==> config.mk <==
export PLATFORM = sky130hd
export DESIGN_NAME = line_sensor_centroid_unit
export DESIGN_NICKNAME = d
export VERILOG_FILES = /design/src/rtl/lsc_pkg.sv /design/src/rtl/lsc_ram.sv /design/src/rtl/lsc_div.sv /design/src/rtl/lsc_regs.sv /design/src/rtl/line_sensor_centroid_unit.sv
export SDC_FILE = /design/constraint.sdc
export NUM_CORES = 1
export LEC_CHECK = 0
export ABC_CLOCK_PERIOD_IN_PS = 19490
export BUFFER_PORTS_ARGS = -buffer_cell sky130_fd_sc_hd__buf_2
export CAP_MARGIN = 0
export CORE_MARGIN = 1.5
export CORE_UTILIZATION = 52
export DETAILED_ROUTE_END_ITERATION = 10
export GPL_TIMING_DRIVEN = 0
export PLACE_DENSITY_LB_ADDON = 0.08
export SYNTH_ARGS = -nofsm -noshare
export SYNTH_HDL_FRONTEND = slang
export SYNTH_HIERARCHICAL = 1
export SYNTH_SLANG_ARGS = --single-unit
==> constraint.sdc <==
create_clock -name clk_i -period 19.49 [get_ports clk_i]
set_input_delay 1.949 -clock clk_i [delete_from_list [all_inputs] [get_ports clk_i]]
set_output_delay 1.949 -clock clk_i [all_outputs]
set_load 0.02 [all_outputs]
==> src/rtl/lsc_pkg.sv <==
// Shared types, constants and codes of the line sensor centroid block.
package lsc_pkg;

  localparam int MAX_SENSORS_DEF = 16;
  localparam int SAMPLE_BITS_DEF = 10;

  localparam int FUNC_W   = 2;
  localparam int IDX_IN_W = 4;
  localparam int SMP_W    = 10;
  localparam int POS_W    = 11;
  localparam int ACC_W    = 18;
  localparam int CNT_W    = 8;
  localparam int WGT_W    = 14;
  localparam int ACT_W    = 5;
  localparam int STEP_W   = 11;

  localparam int SCOUNT_W = 5;
  localparam int READS_W  = 8;

  localparam int DIV_NUM_W = ACC_W;
  localparam int DIV_DEN_W = READS_W;
  localparam int DIV_CNT_W = $clog2(DIV_NUM_W + 1);

  localparam int APB_AW = 4;
  localparam int APB_DW = 32;

  localparam logic [STEP_W-1:0] STEP_WEIGHT = STEP_W'(100);
  localparam logic [WGT_W-1:0]  WEIGHT_MAX  = '1;
  localparam logic [ACT_W-1:0]  ACTIVE_MAX  = '1;

  localparam logic [FUNC_W-1:0] FUNC_MEASURE = 2'd0;
  localparam logic [FUNC_W-1:0] FUNC_WHITE   = 2'd1;
  localparam logic [FUNC_W-1:0] FUNC_BLACK   = 2'd2;

  localparam logic [1:0] REG_SENSOR_COUNT = 2'd0;
  localparam logic [1:0] REG_LINE_COLOR   = 2'd1;
  localparam logic [1:0] REG_READINGS     = 2'd2;

  localparam logic [SCOUNT_W-1:0] SENSOR_COUNT_RST = SCOUNT_W'(16);
  localparam logic [READS_W-1:0]  READINGS_RST     = READS_W'(100);

  typedef struct packed {
    logic [SCOUNT_W-1:0] sensor_count;
    logic                line_color;
    logic [READS_W-1:0]  readings;
  } cfg_t;

  typedef struct packed {
    logic [SMP_W-1:0] white;
    logic [SMP_W-1:0] black;
    logic [SMP_W-1:0] thr;
    logic [ACC_W-1:0] acc;
    logic [CNT_W-1:0] cnt;
  } entry_t;

endpackage

==> src/rtl/lsc_ram.sv <==
// Generic single-port RAM with a registered read.
module lsc_ram #(
  parameter int WIDTH = 8,
  parameter int DEPTH = 16
) (
  input  logic                     clk_i,
  input  logic                     we_i,
  input  logic [$clog2(DEPTH)-1:0] addr_i,
  input  logic [WIDTH-1:0]         wdata_i,
  output logic [WIDTH-1:0]         rdata_o
);

  logic [WIDTH-1:0] mem_q [DEPTH];
  logic [WIDTH-1:0] rdata_q;

  always_ff @(posedge clk_i) begin
    if (we_i) begin
      mem_q[addr_i] <= wdata_i;
    end
    rdata_q <= mem_q[addr_i];
  end

  assign rdata_o = rdata_q;

endmodule

==> src/rtl/lsc_div.sv <==
// Restoring divider that retires one quotient bit per cycle.
module lsc_div import lsc_pkg::*; (
  input  logic                 clk_i,
  input  logic                 rst_ni,
  input  logic                 start_i,
  input  logic [DIV_NUM_W-1:0] num_i,
  input  logic [DIV_DEN_W-1:0] den_i,
  output logic                 busy_o,
  output logic                 done_o,
  output logic [DIV_NUM_W-1:0] quo_o
);

  logic                 busy_q, busy_d;
  logic                 done_q, done_d;
  logic [DIV_CNT_W-1:0] cnt_q, cnt_d;
  logic [DIV_NUM_W-1:0] quo_q, quo_d;
  logic [DIV_DEN_W-1:0] rem_q, rem_d;
  logic [DIV_DEN_W-1:0] den_q, den_d;
  logic [DIV_DEN_W:0]   trial;
  logic [DIV_DEN_W:0]   diff;
  logic                 ge;

  assign trial = {rem_q, quo_q[DIV_NUM_W-1]};
  assign ge    = trial >= {1'b0, den_q};
  assign diff  = trial - {1'b0, den_q};

  always_comb begin
    busy_d = busy_q;
    done_d = 1'b0;
    cnt_d  = cnt_q;
    quo_d  = quo_q;
    rem_d  = rem_q;
    den_d  = den_q;
    if (start_i) begin
      busy_d = 1'b1;
      cnt_d  = DIV_CNT_W'(DIV_NUM_W);
      quo_d  = num_i;
      rem_d  = '0;
      den_d  = den_i;
    end else if (busy_q) begin
      quo_d = {quo_q[DIV_NUM_W-2:0], ge};
      rem_d = ge ? diff[DIV_DEN_W-1:0] : trial[DIV_DEN_W-1:0];
      cnt_d = cnt_q - DIV_CNT_W'(1);
      if (cnt_q == DIV_CNT_W'(1)) begin
        busy_d = 1'b0;
        done_d = 1'b1;
      end
    end
  end

  always_ff @(posedge clk_i or negedge rst_ni) begin
    if (!rst_ni) begin
      busy_q <= 1'b0;
      done_q <= 1'b0;
      cnt_q  <= '0;
    end else begin
      busy_q <= busy_d;
      done_q <= done_d;
      cnt_q  <= cnt_d;
    end
  end

  always_ff @(posedge clk_i) begin
    quo_q <= quo_d;
    rem_q <= rem_d;
    den_q <= den_d;
  end

  assign busy_o = busy_q;
  assign done_o = done_q;
  assign quo_o  = quo_q;

endmodule

==> src/rtl/lsc_regs.sv <==
// Configuration registers behind the APB port.
module lsc_regs import lsc_pkg::*; (
  input  logic              clk_i,
  input  logic              rst_ni,
  input  logic              psel,
  input  logic              penable,
  input  logic              pwrite,
  input  logic [APB_AW-1:0] paddr,
  input  logic [APB_DW-1:0] pwdata,
  output logic [APB_DW-1:0] prdata,
  output logic              pready,
  output cfg_t              cfg_o
);

  cfg_t       cfg_q, cfg_d;
  logic [1:0] reg_idx;
  logic       wr_en;

  assign reg_idx = paddr[3:2];
  assign wr_en   = psel && penable && pwrite;
  assign pready  = 1'b1;

  always_comb begin
    cfg_d = cfg_q;
    if (wr_en) begin
      case (reg_idx)
        REG_SENSOR_COUNT: cfg_d.sensor_count = pwdata[SCOUNT_W-1:0];
        REG_LINE_COLOR:   cfg_d.line_color   = pwdata[0];
        REG_READINGS:     cfg_d.readings     = pwdata[READS_W-1:0];
        default: ;
      endcase
    end
  end

  always_comb begin
    case (reg_idx)
      REG_SENSOR_COUNT: prdata = APB_DW'(cfg_q.sensor_count);
      REG_LINE_COLOR:   prdata = APB_DW'(cfg_q.line_color);
      REG_READINGS:     prdata = APB_DW'(cfg_q.readings);
      default:          prdata = '0;
    endcase
  end

  always_ff @(posedge clk_i or negedge rst_ni) begin
    if (!rst_ni) begin
      cfg_q.sensor_count <= SENSOR_COUNT_RST;
      cfg_q.line_color   <= 1'b0;
      cfg_q.readings     <= READINGS_RST;
    end else begin
      cfg_q <= cfg_d;
    end
  end

  assign cfg_o = cfg_q;

endmodule

==> src/rtl/line_sensor_centroid_unit.sv <==
// Top level of the line sensor centroid block: sequencer, sensor RAM and totals.
//
// Channel   Direction  Payload
// s_axis    in         tdata {sample, sensor_index}, tuser func
// m_axis    out        tdata position, tuser line_found
// apb       in/out     sensor_count @0, line_color @4, readings_per_average @8
//
// A measure sample that does not close a pass goes from the read state through the check state
// back to idle, and so does a calibration sample that does not complete an average. A closing
// sample with active sensors, and a calibration sample that completes an average, run the shared
// divider: 18 quotient bits, one per cycle. A closing sample with no active sensor skips it.
// Per-sensor state sits in one RAM that is read for every sample and written back for
// calibration samples; valid bits cleared by reset make unwritten entries read as zero.
// A finished result waits in the output register while the next sample is taken;
// only a closing sample stalls while that register is still full.
module line_sensor_centroid_unit import lsc_pkg::*; #(
  parameter int MAX_SENSORS = MAX_SENSORS_DEF,
  parameter int SAMPLE_BITS = SAMPLE_BITS_DEF
) (
  input  logic              clk_i,
  input  logic              rst_ni,
  input  logic              s_axis_tvalid,
  output logic              s_axis_tready,
  input  logic [15:0]       s_axis_tdata,   // sensor_index [3:0], sample [13:4]
  input  logic [FUNC_W-1:0] s_axis_tuser,   // func [1:0]
  output logic              m_axis_tvalid,
  input  logic              m_axis_tready,
  output logic [15:0]       m_axis_tdata,   // position [10:0]
  output logic              m_axis_tuser,   // line_found [0]
  input  logic              psel,
  input  logic              penable,
  input  logic              pwrite,
  input  logic [APB_AW-1:0] paddr,
  input  logic [APB_DW-1:0] pwdata,
  output logic [APB_DW-1:0] prdata,
  output logic              pready
);

  localparam int IDX_W   = $clog2(MAX_SENSORS);
  localparam int MASK_W  = (SAMPLE_BITS < SMP_W) ? SAMPLE_BITS : SMP_W;
  localparam logic [SMP_W-1:0] SMP_MASK = SMP_W'((33'd1 << MASK_W) - 33'd1);
  localparam int ENTRY_W = $bits(entry_t);

  localparam logic [2:0] ST_IDLE     = 3'd0;
  localparam logic [2:0] ST_READ     = 3'd1;
  localparam logic [2:0] ST_CAL_CHK  = 3'd2;
  localparam logic [2:0] ST_MEAS_CHK = 3'd3;
  localparam logic [2:0] ST_DIV      = 3'd4;
  localparam logic [2:0] ST_WB       = 3'd5;
  localparam logic [2:0] ST_OUT      = 3'd6;

  cfg_t cfg;

  logic [2:0]             state_q, state_d;
  logic                   is_meas_q, is_meas_d;
  logic                   is_black_q, is_black_d;
  logic [IDX_W-1:0]       idx_q, idx_d;
  logic [SMP_W-1:0]       smp_q, smp_d;
  entry_t                 ent_q, ent_d;
  logic [SMP_W-1:0]       avg_q, avg_d;
  logic [MAX_SENSORS-1:0] valid_q, valid_d;
  logic [WGT_W-1:0]       weight_q, weight_d;
  logic [ACT_W-1:0]       active_q, active_d;
  logic [POS_W-1:0]       res_pos_q, res_pos_d;
  logic                   res_found_q, res_found_d;
  logic                   m_valid_q, m_valid_d;
  logic [POS_W-1:0]       m_pos_q, m_pos_d;
  logic                   m_found_q, m_found_d;

  logic [FUNC_W-1:0]   in_func;
  logic [IDX_IN_W-1:0] in_idx;
  logic [SMP_W-1:0]    in_smp;
  logic                in_acc;
  logic                in_cal;
  logic                in_meas;
  logic [SCOUNT_W-1:0] cnt_eff;
  logic [SCOUNT_W-1:0] last_idx;
  logic [READS_W-1:0]  n_eff;

  logic [IDX_W-1:0]   ram_addr;
  logic               ram_we;
  entry_t             ram_wdata;
  logic [ENTRY_W-1:0] ram_rdata;
  entry_t             rd_ent;

  logic                 div_start;
  logic [DIV_NUM_W-1:0] div_num;
  logic [DIV_DEN_W-1:0] div_den;
  logic                 div_busy;
  logic                 div_done;
  logic [DIV_NUM_W-1:0] div_quo;

  logic                 hit;
  logic [WGT_W:0]       wsum;
  logic [SMP_W:0]       mid_sum;
  logic [SMP_W-1:0]     new_white;
  logic [SMP_W-1:0]     new_black;
  logic                 out_load;

  lsc_regs u_regs (
    .clk_i   (clk_i),
    .rst_ni  (rst_ni),
    .psel    (psel),
    .penable (penable),
    .pwrite  (pwrite),
    .paddr   (paddr),
    .pwdata  (pwdata),
    .prdata  (prdata),
    .pready  (pready),
    .cfg_o   (cfg)
  );

  lsc_ram #(
    .WIDTH (ENTRY_W),
    .DEPTH (MAX_SENSORS)
  ) u_ram (
    .clk_i   (clk_i),
    .we_i    (ram_we),
    .addr_i  (ram_addr),
    .wdata_i (ram_wdata),
    .rdata_o (ram_rdata)
  );

  lsc_div u_div (
    .clk_i   (clk_i),
    .rst_ni  (rst_ni),
    .start_i (div_start),
    .num_i   (div_num),
    .den_i   (div_den),
    .busy_o  (div_busy),
    .done_o  (div_done),
    .quo_o   (div_quo)
  );

  assign in_func = s_axis_tuser;
  assign in_idx  = s_axis_tdata[IDX_IN_W-1:0];
  assign in_smp  = s_axis_tdata[IDX_IN_W +: SMP_W] & SMP_MASK;

  assign s_axis_tready = (state_q == ST_IDLE);
  assign in_acc        = s_axis_tvalid && s_axis_tready;

  always_comb begin
    if (cfg.sensor_count == '0) begin
      cnt_eff = SCOUNT_W'(1);
    end else if (cfg.sensor_count > SCOUNT_W'(MAX_SENSORS)) begin
      cnt_eff = SCOUNT_W'(MAX_SENSORS);
    end else begin
      cnt_eff = cfg.sensor_count;
    end
  end

  assign last_idx = cnt_eff - SCOUNT_W'(1);
  assign n_eff    = (cfg.readings == '0) ? READS_W'(1) : cfg.readings;

  assign in_cal  = ((in_func == FUNC_WHITE) || (in_func == FUNC_BLACK)) &&
                   ({1'b0, in_idx} < SCOUNT_W'(MAX_SENSORS));
  assign in_meas = (in_func == FUNC_MEASURE) && ({1'b0, in_idx} < cnt_eff);

  assign ram_addr = (state_q == ST_IDLE) ? in_idx[IDX_W-1:0] : idx_q;
  assign rd_ent   = valid_q[idx_q] ? entry_t'(ram_rdata) : '0;

  assign hit = cfg.line_color ? (smp_q > rd_ent.thr) : (smp_q <= rd_ent.thr);
  assign wsum = {1'b0, weight_q} + (WGT_W + 1)'(STEP_W'(idx_q) * STEP_WEIGHT);

  assign new_white = is_black_q ? ent_q.white : avg_q;
  assign new_black = is_black_q ? avg_q : ent_q.black;
  assign mid_sum   = {1'b0, new_white} + {1'b0, new_black};

  assign div_num = (state_q == ST_CAL_CHK) ? ent_q.acc : DIV_NUM_W'(weight_q);
  assign div_den = (state_q == ST_CAL_CHK) ? n_eff : DIV_DEN_W'(active_q);

  assign out_load = (state_q == ST_OUT) && (!m_valid_q || m_axis_tready);

  always_comb begin
    state_d     = state_q;
    is_meas_d   = is_meas_q;
    is_black_d  = is_black_q;
    idx_d       = idx_q;
    smp_d       = smp_q;
    ent_d       = ent_q;
    avg_d       = avg_q;
    valid_d     = valid_q;
    weight_d    = weight_q;
    active_d    = active_q;
    res_pos_d   = res_pos_q;
    res_found_d = res_found_q;
    ram_we      = 1'b0;
    ram_wdata   = ent_q;
    div_start   = 1'b0;

    case (state_q)
      ST_IDLE: begin
        if (in_acc && (in_cal || in_meas)) begin
          is_meas_d  = in_meas;
          is_black_d = (in_func == FUNC_BLACK);
          idx_d      = in_idx[IDX_W-1:0];
          smp_d      = in_smp;
          state_d    = ST_READ;
        end
      end
      ST_READ: begin
        if (is_meas_q) begin
          if (hit) begin
            weight_d = wsum[WGT_W] ? WEIGHT_MAX : wsum[WGT_W-1:0];
            if (active_q != ACTIVE_MAX) begin
              active_d = active_q + ACT_W'(1);
            end
          end
          state_d = ST_MEAS_CHK;
        end else begin
          ent_d     = rd_ent;
          ent_d.acc = rd_ent.acc + ACC_W'(smp_q);
          ent_d.cnt = rd_ent.cnt + CNT_W'(1);
          state_d   = ST_CAL_CHK;
        end
      end
      ST_CAL_CHK: begin
        if (ent_q.cnt < n_eff) begin
          ram_we         = 1'b1;
          valid_d[idx_q] = 1'b1;
          state_d        = ST_IDLE;
        end else begin
          div_start = 1'b1;
          state_d   = ST_DIV;
        end
      end
      ST_MEAS_CHK: begin
        if (SCOUNT_W'(idx_q) != last_idx) begin
          state_d = ST_IDLE;
        end else if (active_q == '0) begin
          res_pos_d   = '0;
          res_found_d = 1'b0;
          state_d     = ST_OUT;
        end else begin
          div_start = 1'b1;
          state_d   = ST_DIV;
        end
      end
      ST_DIV: begin
        if (div_done) begin
          if (is_meas_q) begin
            res_pos_d   = div_quo[POS_W-1:0];
            res_found_d = 1'b1;
            state_d     = ST_OUT;
          end else begin
            avg_d   = div_quo[SMP_W-1:0] & SMP_MASK;
            state_d = ST_WB;
          end
        end
      end
      ST_WB: begin
        ram_wdata.white = new_white;
        ram_wdata.black = new_black;
        ram_wdata.thr   = mid_sum[SMP_W:1];
        ram_wdata.acc   = '0;
        ram_wdata.cnt   = '0;
        ram_we          = 1'b1;
        valid_d[idx_q]  = 1'b1;
        state_d         = ST_IDLE;
      end
      ST_OUT: begin
        if (out_load) begin
          weight_d = '0;
          active_d = '0;
          state_d  = ST_IDLE;
        end
      end
      default: begin
        state_d = ST_IDLE;
      end
    endcase
  end

  always_comb begin
    m_valid_d = m_valid_q;
    m_pos_d   = m_pos_q;
    m_found_d = m_found_q;
    if (out_load) begin
      m_valid_d = 1'b1;
      m_pos_d   = res_pos_q;
      m_found_d = res_found_q;
    end else if (m_axis_tready) begin
      m_valid_d = 1'b0;
    end
  end

  always_ff @(posedge clk_i or negedge rst_ni) begin
    if (!rst_ni) begin
      state_q   <= ST_IDLE;
      valid_q   <= '0;
      weight_q  <= '0;
      active_q  <= '0;
      m_valid_q <= 1'b0;
    end else begin
      state_q   <= state_d;
      valid_q   <= valid_d;
      weight_q  <= weight_d;
      active_q  <= active_d;
      m_valid_q <= m_valid_d;
    end
  end

  always_ff @(posedge clk_i) begin
    is_meas_q   <= is_meas_d;
    is_black_q  <= is_black_d;
    idx_q       <= idx_d;
    smp_q       <= smp_d;
    ent_q       <= ent_d;
    avg_q       <= avg_d;
    res_pos_q   <= res_pos_d;
    res_found_q <= res_found_d;
    m_pos_q     <= m_pos_d;
    m_found_q   <= m_found_d;
  end

  assign m_axis_tvalid = m_valid_q;
  assign m_axis_tdata  = 16'(m_pos_q);
  assign m_axis_tuser  = m_found_q;

  a_accept_idle: assert property (@(posedge clk_i) disable iff (!rst_ni)
    s_axis_tvalid && s_axis_tready |-> state_q == ST_IDLE)
    else $error("Sample accepted while the sequencer was busy.");

  a_div_start_free: assert property (@(posedge clk_i) disable iff (!rst_ni)
    div_start |-> !div_busy)
    else $error("Divider started while still running.");

  a_load_slot_free: assert property (@(posedge clk_i) disable iff (!rst_ni)
    out_load |-> !m_valid_q || m_axis_tready)
    else $error("Result loaded over a pending one.");

  a_no_line_zero: assert property (@(posedge clk_i) disable iff (!rst_ni)
    m_axis_tvalid && !m_axis_tuser |-> m_axis_tdata == '0)
    else $error("Position is not zero when no line was found.");

  a_write_then_idle: assert property (@(posedge clk_i) disable iff (!rst_ni)
    ram_we |=> state_q == ST_IDLE)
    else $error("RAM write-back not followed by idle.");

endmodule

======== After elaboration in Yosys (flattened, before gate mapping) ========
Memories as Yosys holds them, arrays and structs flattened. A register that Yosys moved wholly into a read port is not among the register bits.
Cells that the tools add are included.
operators by class
  add/sub/neg operators ................... 8
  $mul .................................... 1
  divide/modulo/power cells ............... 0
  order comparisons ....................... 8
  eq/ne operators ......................... 23
  shift-type cells ........................ 0
  muxes and demuxes ....................... 68
  bitwise operators ....................... 2
  reductions and logical operators ........ 33
operator list
  cell                                           number
  2-to-1 mux 14 bit                              4
  2-to-1 mux 56 bit                              1
  2-to-1 mux 18 bit                              3
  2-to-1 mux 5 bit                               9
  2-to-1 mux 11 bit                              4
  2-to-1 mux 36 bit                              1
  case mux 16 bit (2 select lines)               1
  case mux 14 bit (2 select lines)               1
  case mux 8 bit (3 select lines)                1
  2-to-1 mux 1 bit                               22
  case mux 11 bit (2 select lines)               1
  2-to-1 mux 10 bit                              2
  adder 18 x 10 -> 18 bit                        1
  case mux 3 bit (6 select lines)                1
  2-to-1 mux 16 bit                              1
  2-to-1 mux 8 bit                               2
  bitwise OR 16 bit                              1
  adder 14 x 11 -> 15 bit                        1
  2-to-1 mux 3 bit                               5
  inequality test 2 bit (second input constant)  7
  AND reduction 2 bit                            6
  adder 10 x 10 -> 11 bit                        1
  greater-than comparator 10 bit                 1
  less-or-equal comparator 10 bit                1
  38 further kinds                               65
word-level totals
  flip-flop bits (word level) ............. 200
  bits in latches ......................... 0
  bits in writable memories ............... 896
  memory bits (read-only) ................. 0
  output and inout port bits .............. 52
  word-level logic and storage cells ...... 173
  memories ................................ 1
memories
  memory       depth  width  rd ports  clocked after Yosys merged registers in  wr ports  line           RTL
  u_ram.mem_q  16     56     1         1                                        1         lsc_ram.sv:13  logic [WIDTH-1:0] mem_q [DEPTH];

======== Depth between registers and ports, before layout ========
  depth in word-level cells ............... 9
  depth in mapped cells ................... 16
  depth with buffers taken out ............ 14

======== Modules after synthesis ========
Netlist, hierarchy kept.
modules (own cells, without submodules)
  module                     instances  cells each  area an instance (µm²)  sequential area each (µm²)
  lsc_ram                    1          1447        34650.7                 28026.9
  line_sensor_centroid_unit  1          957         9367.7                  4134.0
  lsc_div                    1          189         2169.6                  1116.1
  lsc_regs                   1          77          902.1                   355.3

======== Worst setup path after synthesis ========
Ideal clock, no wire load.
  path kind ............................... in2reg
  start point ............................. in s_axis_tdata[2]
  end point ............................... mem u_ram/mem_q[0][0] (netlist bit) (enable)
  data arrival time ....................... 6.486 ns
  path slack .............................. 12.465 ns
  stages on the path ...................... 4
  cell sequence ........................... nand2_1 o21ai_0 or3b_1 nor3_1
between the ends
  cells in the longest elaborated chain, start to end .. 1
ends and longest elaborated chain
  element           line                              RTL
  start, declared   line_sensor_centroid_unit.sv:24   input logic [15:0] s_axis_tdata,
  2-to-1 mux 4 bit  line_sensor_centroid_unit.sv:159  assign ram_addr = (state_q == ST_IDLE) ? in_idx[IDX_W-1:0] : idx_q;
  via ram_addr[2]   line_sensor_centroid_unit.sv:80   logic [IDX_W-1:0] ram_addr;
  end, declared     lsc_ram.sv:13
The timed path passes the listed nets, and every way through them passes these cells.

======== Worst setup path after layout ========
  start point ............................. reg idx_q[0]
  end point ............................... reg ent_q[20] (netlist bit) (data pin)
between the ends
  cells in the longest elaborated chain, start to end .. 4
ends and longest elaborated chain
  element                                 line                              RTL
  start, declared                         line_sensor_centroid_unit.sv:57   logic [IDX_W-1:0] idx_q, idx_d;
  start signal, assigned                  line_sensor_centroid_unit.sv:306  idx_q <= idx_d;
  binary-select mux 1 bit (select 4 bit)  line_sensor_centroid_unit.sv:160  assign rd_ent = valid_q[idx_q] ? entry_t'(ram_rdata) : '0;
  2-to-1 mux 1 bit (implied by the code)  line_sensor_centroid_unit.sv:160
  2-to-1 mux 36 bit                       line_sensor_centroid_unit.sv:160
  adder 18 x 10 -> 18 bit                 line_sensor_centroid_unit.sv:212  ent_d.acc = rd_ent.acc + ACC_W'(smp_q);
  end signal, assigned                    line_sensor_centroid_unit.sv:308  ent_q <= ent_d;
  end, declared                           line_sensor_centroid_unit.sv:59   entry_t ent_q, ent_d;
Every way passes these cells. The select of a mux whose other input is x is not followed.
A chain may end at the register's enable or synchronous reset.

==> impl_metrics.csv <==
group,metric,value,unit
outcome,status,"complete, no violations",
timing,grt_setup_unrepaired,"no",
min_path,worstHoldEndpoint,"m_axis_tuser",
logic_synthesis,netlist.area_leader.share,0.656,
route,drc,0,
logic_synthesis,yosysWarnings,6,
power,powerDensity,157,nW/um^2
finish,finalNetCount,3087,
grt,antenna_found_initial,7,
flow_run,maxCapViolCount,0,
power,ir_drop,91.6,uV
min_path,hold_class,"reg -> reg",
timing,finalCritPeriodShare,0.265,
placed_design,io_buffers,52,
min_path,holdPathStages,0,
clock_tree,cts.htree.levels,3,
critical_path,required,19.95,ns
logic_synthesis,ys_types,82,
clock_tree,cts-root-buf,"clkbuf_16",
critical_path,end_kind,"flip-flop",
die,start_util,0.524,
logic_synthesis,avgSynthCellArea,17.6,sq um
placed_design,gp_congestion,0.903,
critical_path,cp_data_arrival_time,5.62,ns
timing,fin_worst_skew,0.0232,ns
grt,grt_pass1_wl,176000,um
route,drt_iter0_markers,2724,
logic_synthesis,synth_top_flop_cell,"edfxtp_1",
placed_design,dp.cells,3999,
critical_path,worstSetupPathType,"reg -> reg",
clock_tree,cts_sinks,1151,
min_path,hold_start,"res_found_q",
finish,fill_cells,6571,
critical_path,reg2reg_slack,14.32,ns
timing,finalCriticalPeriod,5.17,ns
grt,grt_max_degree,60,
grt,grt_pass1_vias,26200,
route,drt-vias-per-instance,6.10,
timing,finalHoldViolCount,0,
critical_path,reg2reg_to,"ent_q[20]",
critical_path,worstSetupStartpointType,"flip-flop",
placed_design,hpwl,81600,um
die,num_io_pins,113,
logic_synthesis,netlist_area,47100,sq um
finish,post_route_cells_drive_above_1_share,0.233,
timing,fmax,193,MHz
logic_synthesis,synth.largest_area_cell,"edfxtp_1",
timing,final-setup-viol-count,0,
die,row_count,110,
logic_synthesis,netlist_instances,2670,
clock_tree,cts_made_buffers,116,
route,totalWireLength,121000,um
finish,area_delta_synth_final,15.2,%
timing,relSlewSlack,0.230,
timing,setup_tns,0,ns
clock_tree,path_clk_slew,0.06,ns
timing,worst_slew_pin_slew,1.15,ns
grt,grt_use_total,0.263,
die,die_area,92400,sq um
power,p_total,8.53,mW
power,p_leak,18.7,nW
critical_path,ff2ff_path_depth,14,
timing,drv_slew,0,
timing,holdWs,0.418,ns
die,die_y,304,um
clock_tree,cts_tree,"built",
logic_synthesis,ys_seq_elements,1151,
logic_synthesis,synthArstFlopShare,0.0513,
clock_tree,clkLatencyLatePin,0.70,ns
finish,stdcell_count,4222,
die,core,89900,sq um
finish,finalCoreUtilization,0.603,
critical_path,path_max_fanout,10,
logic_synthesis,synth_area_leaders,"edfxtp_1 (66%), mux4_2 (11%), dfrtp_1 (2.9%)",
route,antenna_left,0,
route,drtPass1Iterations,6,
clock_tree,ctsHoldBuffers,0,
clock_tree,post_cts_resized,0,
die,die-width,304,um
route,vias,25800,
route,routedWlPerCell,28.5,um
clock_tree,cts_setup_buffers,0,
grt,globalRouteOverflowTotal,0,
critical_path,r2r_start,"idx_q[0]",
clock_tree,cts_buffer_depth,3,
logic_synthesis,synth_edf_count,1028,
logic_synthesis,synth_seq_area_share,0.714,
## worst max-delay path by stage
stage / to / slack, ns / start / depth (start not counted)
global route: ent_q[22] / 14.06 / idx_q[0] / 14
detailed placement: u_ram/mem_q[10][14] / 14.05 / s_axis_tdata[1] / 10
floorplan: u_ram/mem_q[0][0] / 12.47 / s_axis_tdata[2] / 4
finish: ent_q[20] / 14.32 / idx_q[0] / 14
global placement: u_ram/mem_q[0][21] / 6.21 / s_axis_tdata[3] / 5
CTS: ent_q[22] / 14.31 / idx_q[0] / 14
## power by group
part | internal (mW) | switching (mW)
combinational | 1.15 | 1.74
sequential | 3.22 | 0.173
clock | 1.31 | 0.936
total | 5.67 | 2.85
## cell type report
type / instances / area, sq um / area share
repair buffers: 127 / 1530 / 0.0282
inverters: 63 / 236 / 0.00436
clock inverters: 61 / 656 / 0.0121
clock buffers: 160 / 3230 / 0.0596
flip-flops and latches: 1151 / 33600 / 0.620
multi-input cells: 1320 / 12600 / 0.232
plain buffers: 163 / 906 / 0.0167
diodes: 1 / 2.50 / 0.0000461
well taps: 1176 / 1470 / 0.0271
## placed cells by master (no fill, tap or decap), types with 11 or more instances in the layout
| master | n |
|---|---|
| bufinv_16 | 11 |
| conb_1 | 30 |
| buf_1 | 24 |
| nand2_1 | 225 |
| clkbuf_16 | 117 |
| inv_1 | 63 |
| nand2b_1 | 18 |
| mux2i_1 | 21 |
| xor2_1 | 18 |
| a31oi_1 | 21 |
| clkbuf_1 | 95 |
| edfxtp_1 | 1028 |
| buf_2 | 74 |
| nor2_4 | 13 |
| mux2_2 | 44 |
| clkinv_2 | 23 |
| a22oi_1 | 112 |
| clkinv_1 | 14 |
| nand3_1 | 39 |
| clkbuf_8 | 15 |
| a21oi_1 | 37 |
| nor2_1 | 60 |
| buf_6 | 39 |
| buf_4 | 43 |
| xnor2_1 | 27 |
| dfxtp_1 | 64 |
| buf_12 | 19 |
| ha_1 | 79 |
| mux4_2 | 229 |
| o21ai_1 | 11 |
| and2_1 | 93 |
| dfrtp_1 | 55 |
| nor2b_1 | 13 |
| o21ai_0 | 50 |
| nor3_1 | 14 |
| buf_16 | 17 |
## flip-flops by register name, summed over array words and instances (netlist names)
signal / flops
u_ram/mem_q: 896
ent_q: 56
u_ram/rdata_o: 56
u_div/quo_o: 18
valid_q: 16
u_regs/cfg_o: 14
weight_q: 13
m_pos_q: 11
res_pos_q: 11
avg_q: 10
smp_q: 10
u_div/den_q: 8
u_div/rem_q: 8
active_q: 5
u_div/cnt_q: 5
idx_q: 4
state_q: 3
is_black_q: 1
is_meas_q: 1
m_axis_tuser: 1
m_axis_tvalid: 1
res_found_q: 1
u_div/busy_o: 1
u_div/done_o: 1
## synthesized netlist by cell type (15+ instances only)
| cell type | instances |
|---|---|
| a31oi_1 | 21 |
| mux4_2 | 229 |
| nand2_1 | 225 |
| ha_1 | 79 |
| clkbuf_1 | 66 |
| dfrtp_1 | 55 |
| mux2i_1 | 21 |
| nand3_1 | 39 |
| buf_2 | 22 |
| inv_1 | 63 |
| nor2_1 | 73 |
| and2_1 | 93 |
| edfxtp_1 | 1028 |
| xor2_1 | 18 |
| o21ai_0 | 60 |
| mux2_2 | 44 |
| buf_1 | 24 |
| a22oi_1 | 112 |
| buf_4 | 34 |
| nor3_1 | 18 |
| buf_6 | 15 |
| xnor2_1 | 27 |
| a21oi_1 | 38 |
| dfxtp_1 | 64 |
| nand2b_1 | 18 |
## critical path, stage by stage (launching register included)
cell and delay (ns):
edfxtp_1 0.48, buf_2 0.31, mux4_2 0.55, mux4_2 0.56, buf_2 0.28, clkbuf_1 0.30, and2_1 0.32, ha_1 0.25
fa_1 0.44, a211oi_1 0.32, o21ai_0 0.16, a31oi_1 0.41, o21ai_0 0.20, xor2_1 0.17, and2_1 0.16
## kinds of logic after synthesis
logic type | share of synthesized area
compound gates | 0.0476
xor+xnor | 0.00837
fa+ha+maj | 0.0231
buf+inv | 0.0243
flops | 0.714
mux | 0.126
other cells | 0.000239
simple gates | 0.0561
## metrics by stage
| stage | setup slack [ns] | area, sq um |
|---|---|---|
| final | 14.32 | 54200 |
| after global routing | 14.06 | 54200 |
| after CTS | 14.31 | 54200 |
| after detailed placement | 14.05 | 50300 |
| after global placement | 6.21 | 48900 |
| after floorplan | 12.47 | 47200 |
## metal layers
metal | routed length [um] | track usage | vias up
met5 | 0 | 0 | -
met3 | 9060 | 0.0437 | 169
met2 | 58100 | 0.427 | 993
met1 | 50400 | 0.371 | 13600
met4 | 2920 | 0.0760 | 0
li1 | - | - | 11000
No activity file was read; power rests on OpenSTA's default activity.
